`config.mk`:
```
export PLATFORM = sky130hd
export DESIGN_NAME = integer_property_unit
export DESIGN_NICKNAME = d
export VERILOG_FILES = /design/src/rtl/core/ipu_pkg.sv /design/src/rtl/core/ipu_ctrl.sv /design/src/rtl/core/ipu_datapath.sv /design/src/rtl/core/integer_property_unit.sv
export SDC_FILE = /design/constraint.sdc
export NUM_CORES = 1
export LEC_CHECK = 0
export ABC_AREA = 0
export BUFFER_PORTS_ARGS = -buffer_cell sky130_fd_sc_hd__buf_2
export CORE_ASPECT_RATIO = 0.6
export CORE_MARGIN = 2
export CORE_UTILIZATION = 65
export DETAILED_ROUTE_END_ITERATION = 12
export GPL_TIMING_DRIVEN = 0
export PLACE_DENSITY = 0.83
export SLEW_MARGIN = 20
export SYNTH_ARGS = -nofsm -noshare
export SYNTH_HDL_FRONTEND = slang
export SYNTH_SLANG_ARGS = --single-unit
```
`constraint.sdc`:
```
create_clock -name clk -period 9 [get_ports clk]
set_input_delay 0 -clock clk [delete_from_list [all_inputs] [get_ports clk]]
set_output_delay 0 -clock clk [all_outputs]
set_load 0.01 [all_outputs]
```
`src/rtl/core/ipu_pkg.sv`:
```
// shared constants, codes, state type and control structs of the integer property unit
// depends on nothing; ipu_ctrl, ipu_datapath and the top level take its names through ipu_pkg::

package ipu_pkg;

  // operand width; only the low DATA_WIDTH bits of value are used, read as signed
  localparam int DATA_WIDTH = 32;
  localparam int MAG_W      = DATA_WIDTH - 1;
  localparam int DIV_W      = (MAG_W + 1) / 2 + 1;
  localparam int SQ_W       = 2 * DIV_W;
  localparam int CNT_W      = $clog2(MAG_W);

  localparam int FUNC_W = 3;
  localparam int SIGN_W = 2;
  localparam int NUM_W  = 34;
  localparam int SUM_W  = 7;
  localparam int DIG_W  = 4;

  // floor(t / 10) = (t * RECIP10) >> RECIP_SHIFT, exact for any t below 2**32
  localparam logic [31:0] RECIP10     = 32'hCCCC_CCCD;
  localparam int          RECIP_SHIFT = 35;
  localparam int          PROD_W      = MAG_W + 32;

  typedef enum logic [FUNC_W-1:0] {
    FUNC_PARITY  = 3'd0,
    FUNC_PRIME   = 3'd1,
    FUNC_PALIN   = 3'd2,
    FUNC_SIGN    = 3'd3,
    FUNC_REVERSE = 3'd4,
    FUNC_DSUM    = 3'd5
  } func_t;

  localparam logic [SIGN_W-1:0] SIGN_ZERO = 2'd0;
  localparam logic [SIGN_W-1:0] SIGN_POS  = 2'd1;
  localparam logic [SIGN_W-1:0] SIGN_NEG  = 2'd2;

  typedef enum logic [2:0] {
    ST_IDLE,
    ST_DISPATCH,
    ST_PR_TEST,
    ST_PR_DIV,
    ST_PR_CHECK,
    ST_DIG_MUL,
    ST_DIG_ACC,
    ST_FINISH
  } state_t;

  typedef struct packed {
    logic load;
    logic prime_quick;
    logic prime_init;
    logic prime_set;
    logic prime_clr;
    logic div_start;
    logic div_step;
    logic div_next;
    logic dig_mul;
    logic dig_acc;
    logic out_load;
  } cmd_t;

  typedef struct packed {
    logic [FUNC_W-1:0] func;
    logic              t_zero;
    logic              q_zero;
    logic              p_lt2;
    logic              p_even;
    logic              sq_gt_p;
    logic              cnt_zero;
    logic              rem_zero;
  } stat_t;

endpackage

```
`src/rtl/core/ipu_ctrl.sv`:
```
// sequencer of the integer property unit: handshakes and command generation
// depends on ipu_pkg; drives ipu_datapath through cmd_t and reads stat_t

module ipu_ctrl (
  input  logic           clk,
  input  logic           rst_n,
  input  logic           in_valid,
  output logic           in_ready,
  output logic           out_valid,
  input  logic           out_ready,
  input  ipu_pkg::stat_t stat,
  output ipu_pkg::cmd_t  cmd
);

  ipu_pkg::state_t state_r, state_nxt;
  logic            out_valid_r, out_valid_nxt;
  logic            out_free;

  assign out_free  = !out_valid_r || out_ready;
  assign in_ready  = (state_r == ipu_pkg::ST_IDLE);
  assign out_valid = out_valid_r;

  always_ff @(posedge clk) begin
    if (!rst_n) begin
      state_r     <= ipu_pkg::ST_IDLE;
      out_valid_r <= 1'b0;
    end else begin
      state_r     <= state_nxt;
      out_valid_r <= out_valid_nxt;
    end
  end

  always_comb begin
    state_nxt = state_r;
    cmd       = '0;
    out_valid_nxt = out_valid_r && !out_ready;
    unique case (state_r)
      ipu_pkg::ST_IDLE: begin
        if (in_valid) begin
          cmd.load  = 1'b1;
          state_nxt = ipu_pkg::ST_DISPATCH;
        end
      end
      ipu_pkg::ST_DISPATCH: begin
        unique case (stat.func) inside
          ipu_pkg::FUNC_PRIME: begin
            if (stat.p_lt2 || stat.p_even) begin
              cmd.prime_quick = 1'b1;
              state_nxt       = ipu_pkg::ST_FINISH;
            end else begin
              cmd.prime_init = 1'b1;
              state_nxt      = ipu_pkg::ST_PR_TEST;
            end
          end
          ipu_pkg::FUNC_PALIN, ipu_pkg::FUNC_REVERSE, ipu_pkg::FUNC_DSUM: begin
            state_nxt = stat.t_zero ? ipu_pkg::ST_FINISH : ipu_pkg::ST_DIG_MUL;
          end
          default: state_nxt = ipu_pkg::ST_FINISH;
        endcase
      end
      ipu_pkg::ST_PR_TEST: begin
        if (stat.sq_gt_p) begin
          cmd.prime_set = 1'b1;
          state_nxt     = ipu_pkg::ST_FINISH;
        end else begin
          cmd.div_start = 1'b1;
          state_nxt     = ipu_pkg::ST_PR_DIV;
        end
      end
      ipu_pkg::ST_PR_DIV: begin
        cmd.div_step = 1'b1;
        if (stat.cnt_zero) state_nxt = ipu_pkg::ST_PR_CHECK;
      end
      ipu_pkg::ST_PR_CHECK: begin
        if (stat.rem_zero) begin
          cmd.prime_clr = 1'b1;
          state_nxt     = ipu_pkg::ST_FINISH;
        end else begin
          cmd.div_next = 1'b1;
          state_nxt    = ipu_pkg::ST_PR_TEST;
        end
      end
      ipu_pkg::ST_DIG_MUL: begin
        cmd.dig_mul = 1'b1;
        state_nxt   = ipu_pkg::ST_DIG_ACC;
      end
      ipu_pkg::ST_DIG_ACC: begin
        cmd.dig_acc = 1'b1;
        state_nxt   = stat.q_zero ? ipu_pkg::ST_FINISH : ipu_pkg::ST_DIG_MUL;
      end
      ipu_pkg::ST_FINISH: begin
        if (out_free) begin
          cmd.out_load  = 1'b1;
          out_valid_nxt = 1'b1;
          state_nxt     = ipu_pkg::ST_IDLE;
        end
      end
      default: state_nxt = ipu_pkg::ST_IDLE;
    endcase
  end

endmodule

```
`src/rtl/core/ipu_datapath.sv`:
```
// datapath of the integer property unit: operand registers, serial remainder
// unit for trial division, divide-by-ten digit stepper and result register
// depends on ipu_pkg; commanded by ipu_ctrl

module ipu_datapath (
  input  logic                           clk,
  input  logic [ipu_pkg::FUNC_W-1:0]     in_func,
  input  logic [ipu_pkg::DATA_WIDTH-1:0] in_value,
  input  ipu_pkg::cmd_t                  cmd,
  output ipu_pkg::stat_t                 stat,
  output logic                           out_verdict,
  output logic [ipu_pkg::SIGN_W-1:0]     out_sign_class,
  output logic [ipu_pkg::NUM_W-1:0]      out_number,
  output logic                           out_invalid
);

  localparam int MW = ipu_pkg::MAG_W;
  localparam int DW = ipu_pkg::DIV_W;
  localparam int SW = ipu_pkg::SQ_W;
  localparam int NW = ipu_pkg::NUM_W;

  logic [ipu_pkg::FUNC_W-1:0] func_r;
  logic                       neg_r, zero_r, parity_r, prime_r;
  logic [MW-1:0]              mag_r, t_r, q_r;
  logic [DW-1:0]              d_r, rem_r;
  logic [SW-1:0]              sq_r;
  logic [ipu_pkg::CNT_W-1:0]  cnt_r;
  logic [NW-1:0]              r_r;
  logic [ipu_pkg::SUM_W-1:0]  s_r;

  logic                           out_verdict_r, out_invalid_r;
  logic [ipu_pkg::SIGN_W-1:0]     out_sign_r;
  logic [NW-1:0]                  out_number_r;

  logic                       in_neg;
  logic [MW-1:0]              in_mag;
  logic [DW:0]                rem_sh, rem_diff;
  logic [DW-1:0]              rem_nxt;
  logic [ipu_pkg::PROD_W-1:0] prod;
  logic [MW+3:0]              ten_q, t_diff;
  logic [ipu_pkg::DIG_W-1:0]  digit;
  logic [NW-1:0]              r_nxt;
  logic                       verdict_c, invalid_c;
  logic [ipu_pkg::SIGN_W-1:0] sign_c;
  logic [NW-1:0]              number_c;

  assign in_neg = in_value[ipu_pkg::DATA_WIDTH-1];
  assign in_mag = in_neg ? '0 : in_value[MW-1:0];

  // one quotient bit of mag / d per step, remainder only
  assign rem_sh   = {rem_r, mag_r[cnt_r]};
  assign rem_diff = rem_sh - {1'b0, d_r};
  assign rem_nxt  = (rem_sh >= {1'b0, d_r}) ? rem_diff[DW-1:0] : rem_sh[DW-1:0];

  // quotient by ten through the reciprocal, digit from the registered quotient
  assign prod   = ipu_pkg::PROD_W'(t_r) * ipu_pkg::PROD_W'(ipu_pkg::RECIP10);
  assign ten_q  = {1'b0, q_r, 3'b000} + {3'b000, q_r, 1'b0};
  assign t_diff = {4'b0000, t_r} - ten_q;
  assign digit  = t_diff[ipu_pkg::DIG_W-1:0];
  assign r_nxt  = {r_r[NW-4:0], 3'b000} + {r_r[NW-2:0], 1'b0} + NW'(digit);

  always_ff @(posedge clk) begin
    if (cmd.load) begin
      func_r   <= in_func;
      neg_r    <= in_neg;
      zero_r   <= (in_value == '0);
      parity_r <= ~in_value[0];
      mag_r    <= in_mag;
      t_r      <= in_mag;
      r_r      <= '0;
      s_r      <= '0;
    end
    if (cmd.prime_quick) prime_r <= (mag_r == MW'(2));
    if (cmd.prime_set)   prime_r <= 1'b1;
    if (cmd.prime_clr)   prime_r <= 1'b0;
    if (cmd.prime_init) begin
      d_r  <= DW'(3);
      sq_r <= SW'(9);
    end
    if (cmd.div_start) begin
      rem_r <= '0;
      cnt_r <= ipu_pkg::CNT_W'(MW - 1);
    end
    if (cmd.div_step) begin
      rem_r <= rem_nxt;
      cnt_r <= cnt_r - 1'b1;
    end
    // (d+2)^2 = d^2 + 4d + 4
    if (cmd.div_next) begin
      d_r  <= d_r + DW'(2);
      sq_r <= sq_r + SW'({d_r, 2'b00}) + SW'(4);
    end
    if (cmd.dig_mul) q_r <= MW'(prod[ipu_pkg::PROD_W-1:ipu_pkg::RECIP_SHIFT]);
    if (cmd.dig_acc) begin
      t_r <= q_r;
      r_r <= r_nxt;
      s_r <= s_r + ipu_pkg::SUM_W'(digit);
    end
    if (cmd.out_load) begin
      out_verdict_r <= verdict_c;
      out_sign_r    <= sign_c;
      out_number_r  <= number_c;
      out_invalid_r <= invalid_c;
    end
  end

  always_comb begin
    verdict_c = 1'b0;
    sign_c    = ipu_pkg::SIGN_ZERO;
    number_c  = '0;
    invalid_c = 1'b0;
    case (func_r)
      ipu_pkg::FUNC_PARITY:  verdict_c = parity_r;
      ipu_pkg::FUNC_PRIME:   verdict_c = prime_r;
      ipu_pkg::FUNC_PALIN:   verdict_c = !neg_r && (NW'(mag_r) == r_r);
      ipu_pkg::FUNC_SIGN:    sign_c = zero_r ? ipu_pkg::SIGN_ZERO :
                                      (neg_r ? ipu_pkg::SIGN_NEG : ipu_pkg::SIGN_POS);
      ipu_pkg::FUNC_REVERSE: number_c = r_r;
      ipu_pkg::FUNC_DSUM:    number_c = NW'(s_r);
      default:               invalid_c = 1'b1;
    endcase
  end

  assign stat.func     = func_r;
  assign stat.t_zero   = (t_r == '0);
  assign stat.q_zero   = (q_r == '0);
  assign stat.p_lt2    = (mag_r < MW'(2));
  assign stat.p_even   = ~mag_r[0];
  assign stat.sq_gt_p  = (sq_r > SW'(mag_r));
  assign stat.cnt_zero = (cnt_r == '0);
  assign stat.rem_zero = (rem_r == '0);

  assign out_verdict    = out_verdict_r;
  assign out_sign_class = out_sign_r;
  assign out_number     = out_number_r;
  assign out_invalid    = out_invalid_r;

endmodule

```
`src/rtl/core/integer_property_unit.sv`:
```
// integer property unit: parity, sign and unknown codes go from dispatch straight to finish
// digit ops (palindrome, reverse, digit sum): a multiply step and an accumulate step for each decimal digit
// prime: trial division by odd divisors up to sqrt(value), each divisor run through the
// one-bit-a-step remainder unit; even values and values below 2 skip the divisor loop
// one item at a time; a finished result waits in the output register while the next item runs
// reset (rst_n low, synchronous): sequencer idle, no result pending
// top level; depends on ipu_pkg, ipu_ctrl and ipu_datapath

module integer_property_unit (
  input  logic        clk,
  input  logic        rst_n,
  input  logic        in_tvalid,
  output logic        in_tready,
  input  logic [31:0] in_tdata,   // [31:0] value
  input  logic [7:0]  in_tuser,   // [2:0] func, rest unused
  output logic        out_tvalid,
  input  logic        out_tready,
  output logic [39:0] out_tdata,  // [0] verdict, [2:1] sign_class, [36:3] number, [39:37] zero
  output logic [7:0]  out_tuser   // [0] invalid, rest zero
);

  ipu_pkg::cmd_t  cmd;
  ipu_pkg::stat_t stat;

  logic                       verdict, invalid;
  logic [ipu_pkg::SIGN_W-1:0] sign_class;
  logic [ipu_pkg::NUM_W-1:0]  number;

  // sequencer: handshakes, dispatch on func, trial-division and digit loops
  ipu_ctrl u_ctrl (
    .clk       (clk),
    .rst_n     (rst_n),
    .in_valid  (in_tvalid),
    .in_ready  (in_tready),
    .out_valid (out_tvalid),
    .out_ready (out_tready),
    .stat      (stat),
    .cmd       (cmd)
  );

  // datapath: operand in low DATA_WIDTH bits of tdata
  ipu_datapath u_dp (
    .clk            (clk),
    .in_func        (in_tuser[ipu_pkg::FUNC_W-1:0]),
    .in_value       (in_tdata[ipu_pkg::DATA_WIDTH-1:0]),
    .cmd            (cmd),
    .stat           (stat),
    .out_verdict    (verdict),
    .out_sign_class (sign_class),
    .out_number     (number),
    .out_invalid    (invalid)
  );

  // result item packing, lowest field first
  assign out_tdata = {3'b000, number, sign_class, verdict};
  assign out_tuser = {7'b0000000, invalid};

endmodule

```
=== After elaboration in Yosys (flattened, before gate mapping) ===
Index checks and enable logic that the tools add are counted.

* Register bits after elaboration: 253
* RAM bits: 0
* Word-level logic and storage cells: 133
* Latch bits: 0
* Output and inout bits: 50
* ROM bits: 0
* Memories kept: 0
* Bits of input ports: 44

* Multiplexer cells: 55
* Shifts and indexed selects: 0
* Div/mod/pow operators: 0
* Multipliers: 1
* Equality and inequality tests: 17
* Bitwise operators: 3
* Reduce and logical (&&, ||, !) cells: 22
* Order comparisons: 4
* $add $sub $neg: 10

{| class="wikitable"
|+ Operators by type and width
! cell !! count
|-
| 34-bit 2-to-1 mux || 4
|-
| 17-bit 2-to-1 mux || 5
|-
| 34-bit one-hot mux with 2 select lines || 1
|-
| 31-bit by 32-bit multiplier with 63-bit output, second input constant || 1
|-
| 31-bit zero test || 2
|-
| 31-bit 2-to-1 mux || 2
|-
| 34-bit by 19-bit adder with 34-bit output || 1
|-
| 34-bit by 3-bit adder with 34-bit output, second input constant || 1
|-
| 34-bit adder || 1
|-
| 34-bit by 4-bit adder with 34-bit output || 1
|-
| 31-bit by 34-bit equality test with 1-bit output || 1
|-
| 34-bit by 31-bit greater-than comparator with 1-bit output || 1
|-
| 32-bit zero test || 1
|-
| 31-bit by 2-bit equality test with 1-bit output, second input constant || 1
|-
| 31-bit by 2-bit less-than comparator with 1-bit output, second input constant || 1
|-
| 28-bit 2-to-1 mux || 1
|-
| 3-bit one-hot mux with 8 select lines || 1
|-
| 1-bit 2-to-1 mux || 23
|-
| 3-bit equality test, second input constant || 6
|-
| 18-bit by 17-bit greater-or-equal comparator with 1-bit output || 1
|-
| 3-bit 2-to-1 mux || 6
|-
| 17-bit by 2-bit adder with 17-bit output, second input constant || 1
|-
| 17-bit zero test || 1
|-
| 17-bit subtractor || 1
|-
| other kinds (26) || 47
|}

=== Depth between registers and ports, before layout ===
* Word-level depth: 7
* Depth in mapped cells: 28

=== Hierarchy ===
A second synthesis with hierarchy kept.

* Cell total of the unflattened synthesis: 2,604
* Area total of the unflattened synthesis: 27,492.6 um2

{| class="wikitable"
|+ By module, submodules not included
! module !! area an instance (um2) !! times used !! sequential area each (um2) !! cells an instance
|-
| ipu_datapath || 27,003.4 || 1 || 7,347.0 || 2,537
|-
| ipu_ctrl || 395.4 || 1 || 80.1 || 54
|-
| integer_property_unit || 93.8 || 1 || 0.0 || 13
|}

=== Worst setup path after synthesis ===
Ideal clock, no wire load.

* Path kind: register -> register
* Start: register u_dp.t_r[20]
* End: register u_dp.q_r[15] (data pin)
* Stages on the path, launching flop included: 25
* Slack: 1,901 ps
* Data arrival time: 6,837 ps
* Library setup time: 262 ps
* Period minus slack after synthesis: 7,099 ps
* Cells stage by stage: edfxtp_1 > inv_1 > ha_1 > fa_1 > inv_1 > fa_1 > inv_1 > fa_1 > inv_1 > fa_1 > inv_1 > fa_1 > fa_1 > inv_1 > fa_1 > inv_1 > ha_1 > nand2_1 > o21ai_0 > o21a_1 > o31ai_2 > and2_1 > o41ai_1 > a211oi_1 > xnor2_1

* Longest elaborated chain between the ends: 1

{| class="wikitable"
|+ Ends and longest elaborated chain
! element !! line !! source
|-
| start, declared || ipu_datapath.sv:24 || <nowiki>logic [MW-1:0] mag_r, t_r, q_r;</nowiki>
|-
| start signal, assigned || ipu_datapath.sv:69 || <nowiki>t_r <= in_mag;</nowiki>
|-
| start signal, assigned || ipu_datapath.sv:95 || <nowiki>t_r <= q_r;</nowiki>
|-
| 31-bit by 32-bit multiplier with 63-bit output || ipu_datapath.sv:56 || <nowiki>assign prod = ipu_pkg::PROD_W'(t_r) * ipu_pkg::PROD_W'(ipu_pkg::RECIP10);</nowiki>
|-
| via u_dp.prod, one bit || ipu_datapath.sv:39 || <nowiki>logic [ipu_pkg::PROD_W-1:0] prod;</nowiki>
|-
| end signal, assigned || ipu_datapath.sv:93 || <nowiki>if (cmd.dig_mul) q_r <= MW'(prod[ipu_pkg::PROD_W-1:ipu_pkg::RECIP_SHIFT]);</nowiki>
|-
| end, declared || ipu_datapath.sv:24 ||
|}

The timed path passes the listed nets, and every way through them passes these cells.
A chain may end at the register's enable or synchronous reset.

=== Final worst setup path ===
* Start: register u_dp.t_r[20]
* End: register u_dp.q_r[12] (data pin)

Same word-level chain as after synthesis.

==> impl_results.md <==
* Final setup margin at 0.442 ns
* CTS root buffer: clkbuf_16
* IO Port Bufs at 78
* Pre-CTS setup slack at -0.0500 ns
* Min Tclk post-route at 8.56 ns
* Total Wirelength at around 77 mm
* FF-to-FF End: u_dp.q_r[12]$_DFFE_PP_
* Area Growth Syn to Fin at 9.18%
* Post-synth EDFFs at 244
* Gpl congestion at a little over 1
* Register-to-Register Path Depth at 24
* DIE AREA at ~0.044 sq mm
* Height of the die at 163 um
* Vias in the first global route at between 20k and 25k
* Critical Path RT at roughly 9.3 ns
* Initial DRC Count at roughly 2.4k
* Final hold vios at 0
* WHS Path Cells at 2
* Clock Tree Buf Depth at 3
* HPWL Detailed at around 64 mm
* DR vias/cell at between 6 and 7
* Mapped Area at between 0.02 and 0.03 sq mm
* First-pass GRT wire length at between 100 and 150 mm
* RSZ-0062 raised after global routing: false
* Avg Inst Size Synth at 10.5 sq um
* Min-Delay Path Class: input pin to flop
* Row count at 58
* Final core utilization at roughly 70%
* Antenna-violating nets left at 0
* Routed vias at between 20k and 25k
* Global Route Usage Sum at about 36%
* Slew Limit Fails at 0
* Worst EP arrival at around 8.8 ns
* Register area share after synthesis at between 20% and 30%
* Yosys reg bits at 249
* Hold Crit Endpoint: u_dp.mag_r[14]$_DFFE_PP_
* Crit. End Element: flop
* Tcrit/Tclk final at a little over nine tenths
* Fmax at approximately 120 MHz
* Reg2reg start: u_dp.t_r[20]$_DFFE_PP_
* Total congestion overflow at 0
* Least-Margin Pin Slew at between 0.9 and 1 ns
* Worst Clk Skew at between 0.02 and 0.03 ns
* Crit start category: flop
* Final setup vio count at 0
* Post-place instance area at 0.0288 sq mm
* Most frequent cells in the layout: 463 x ha_1, 447 x inv_1, 244 x edfxtp_1
* Final instance area at 0.0300 sq mm
* Crit path kind: flop to flop
* Avg WL per Cell at 22.8 um
* Pin count of the biggest net entering global routing at between 50 and 60
* Core footprint at approximately 0.042 sq mm
* Outcome: finished, final reports clean
* Clk sink count at 249
* Die W at approximately 270 um
* Leading cell type in the layout, fill and taps excluded: ha_1
* Max-cap viol count at 0
* Worst Min Path Start: in_tvalid
* Largest fanout on the critical path at 7
* Post-synth top flop: edfxtp_1
* Share of cells above drive strength 1 at under 10%
* Worst slew margin at just under 40%
* R2r setup slk at approximately 0.44 ns
* Initial antenna violation count at 0
* Filler Cells Inserted at about 3.0k
* Io pins at 94
* Async set-or-reset flop fraction in the synthesized netlist at 0%
* Initial Util at between 60 and 70%
* Worst-Skew Late Latency at between 0.5 and 0.6 ns
* Register clock-pin slew on the reported worst setup and hold paths at 0.07 ns
* Nets at ~3.5k
* CTS buffer count at 23
* Synth cell types at 80
* Ys Warns at 0
* CTS tree: done
* DRC at 0
* Mapped Cells at around 2.6k
* Drt pass-1 iters at 5
* H-tree levels at 1
## area by class of cell
type,count,area (sq um),area share (%)
Tap cell,570,713,2.38
Buffer,50,243,0.810
Clock buffer,27,591,1.97
Multi-Input combinational cell,1879,18200,60.7
Antenna cell,1,2.50,0.00835
Timing Repair Buffer,127,966,3.22
Sequential cell,249,7430,24.8
Clock inverter,14,144,0.480
Inverter,447,1680,5.60
## worst max-delay path by stage
| stage | start | slack [ns] | to |
|---|---|---|---|
| after floorplan | u_dp.t_r[20]$_DFFE_PP_ | 1.90 | u_dp.q_r[15]$_DFFE_PP_ |
| after global placement | u_dp.t_r[16]$_DFFE_PP_ | 0.08 | u_dp.q_r[22]$_DFFE_PP_ |
| after detailed placement | u_dp.t_r[16]$_DFFE_PP_ | -0.05 | u_dp.q_r[22]$_DFFE_PP_ |
| after CTS | u_dp.t_r[16]$_DFFE_PP_ | 0.07 | u_dp.q_r[22]$_DFFE_PP_ |
| after global routing | u_dp.t_r[23]$_DFFE_PP_ | 0.11 | u_dp.q_r[15]$_DFFE_PP_ |
| final | u_dp.t_r[20]$_DFFE_PP_ | 0.44 | u_dp.q_r[12]$_DFFE_PP_ |
## Yosys cell counts (all sizes together) (9+ instances only)
library cell	instances	area share, %
ha	463	21
inv	447	6.1
edfxtp	244	27
fa	235	17
nor2	143	2.0
a21oi	113	2.1
nand2	87	1.2
xnor2	87	2.8
a21o	75	2.1
o21ai	75	1.4
xor2	59	1.9
nand3	46	0.84
nor2b	46	1.0
and2	42	0.96
nor4	38	0.87
clkbuf	32	0.44
and3	30	0.68
mux2	30	1.2
nand4	29	0.66
nor3	27	0.49
mux2i	26	0.95
or3	26	0.59
a211oi	21	0.64
buf	18	0.45
a31oi	16	0.36
o21a	15	0.41
o21bai	15	0.41
o211ai	14	0.38
nand2b	9	0.21
## critical path, stage by stage (launching register included)
cell	delay [ns]
edfxtp_1	0.48
inv_1	0.11
ha_1	0.39
fa_1	0.62
inv_1	0.08
fa_1	0.50
inv_1	0.10
fa_1	0.72
inv_1	0.12
fa_1	0.55
inv_1	0.14
fa_1	0.58
fa_1	0.56
inv_1	0.06
fa_1	0.54
inv_1	0.09
ha_1	0.41
nand4_1	0.15
a211oi_2	0.39
o21a_1	0.21
o31ai_4	0.13
and2_1	0.26
o41ai_1	0.71
a21oi_1	0.19
xnor2_1	0.18
## cell families (layout without fill, tap and decap cells)
| family | Yosys count | after routing | synth area share (%) |
|---|---|---|---|
| AO/OA/AOI/OAI | 408 | 408 | 9.78 |
| XOR/XNOR | 146 | 146 | 4.66 |
| adder cells (fa/ha/maj) | 698 | 698 | 38.2 |
| buffers and inverters | 497 | 665 | 7.00 |
| flip-flops | 249 | 249 | 27.1 |
| multiplexers | 64 | 64 | 2.89 |
| other | 1 | 11 | 0.0137 |
| AND/OR/NAND/NOR | 553 | 553 | 10.4 |
## sequential cells by signal, summed over array words and instances, names as in the netlist, 2 cells and up
signal and count:
u_dp.s_r 7, u_ctrl.state_r 3, u_dp.sq_r 31, u_dp.r_r 34, u_dp.rem_r 17, u_dp.t_r 31
u_dp.cnt_r 5, u_dp.func_r 3, u_dp.out_sign_class 2, u_dp.d_r 16, u_dp.out_number 34, u_dp.mag_r 31
u_dp.q_r 28
## metrics by stage
| step | hold WS (ns) | std cells | setup TNS, ns |
|---|---|---|---|
| floorplan | 0.0989 | 2625 | 0 |
| global placement | 0.180 | 3273 | 0 |
| detailed placement | 0.178 | 3279 | -0.0500 |
| CTS | 0.158 | 3361 | 0 |
| global route | 0.167 | 3363 | 0 |
| finish | 0.172 | 3364 | 0 |
## repair_timing
item                       4_1_cts  5_1_grt
pin swaps                        0        1
resized for setup                1        5
setup endpoints to repair        4       14
gates cloned                     0        0
hold buffers                    41        0
hold endpoints to repair        43        0
setup buffers                    0        2
## metal layers
layer	up-vias	track usage [%]	wire, um
met2	1152	48.9	29900
met4	0	5.98	1480
met3	114	12.9	11100
met5	-	0	0
li1	9389	-	-
met1	10218	54.2	34300
Power is not shown: default switching activity piles up to over one toggle a cycle in this logic, so the estimate is an artifact.
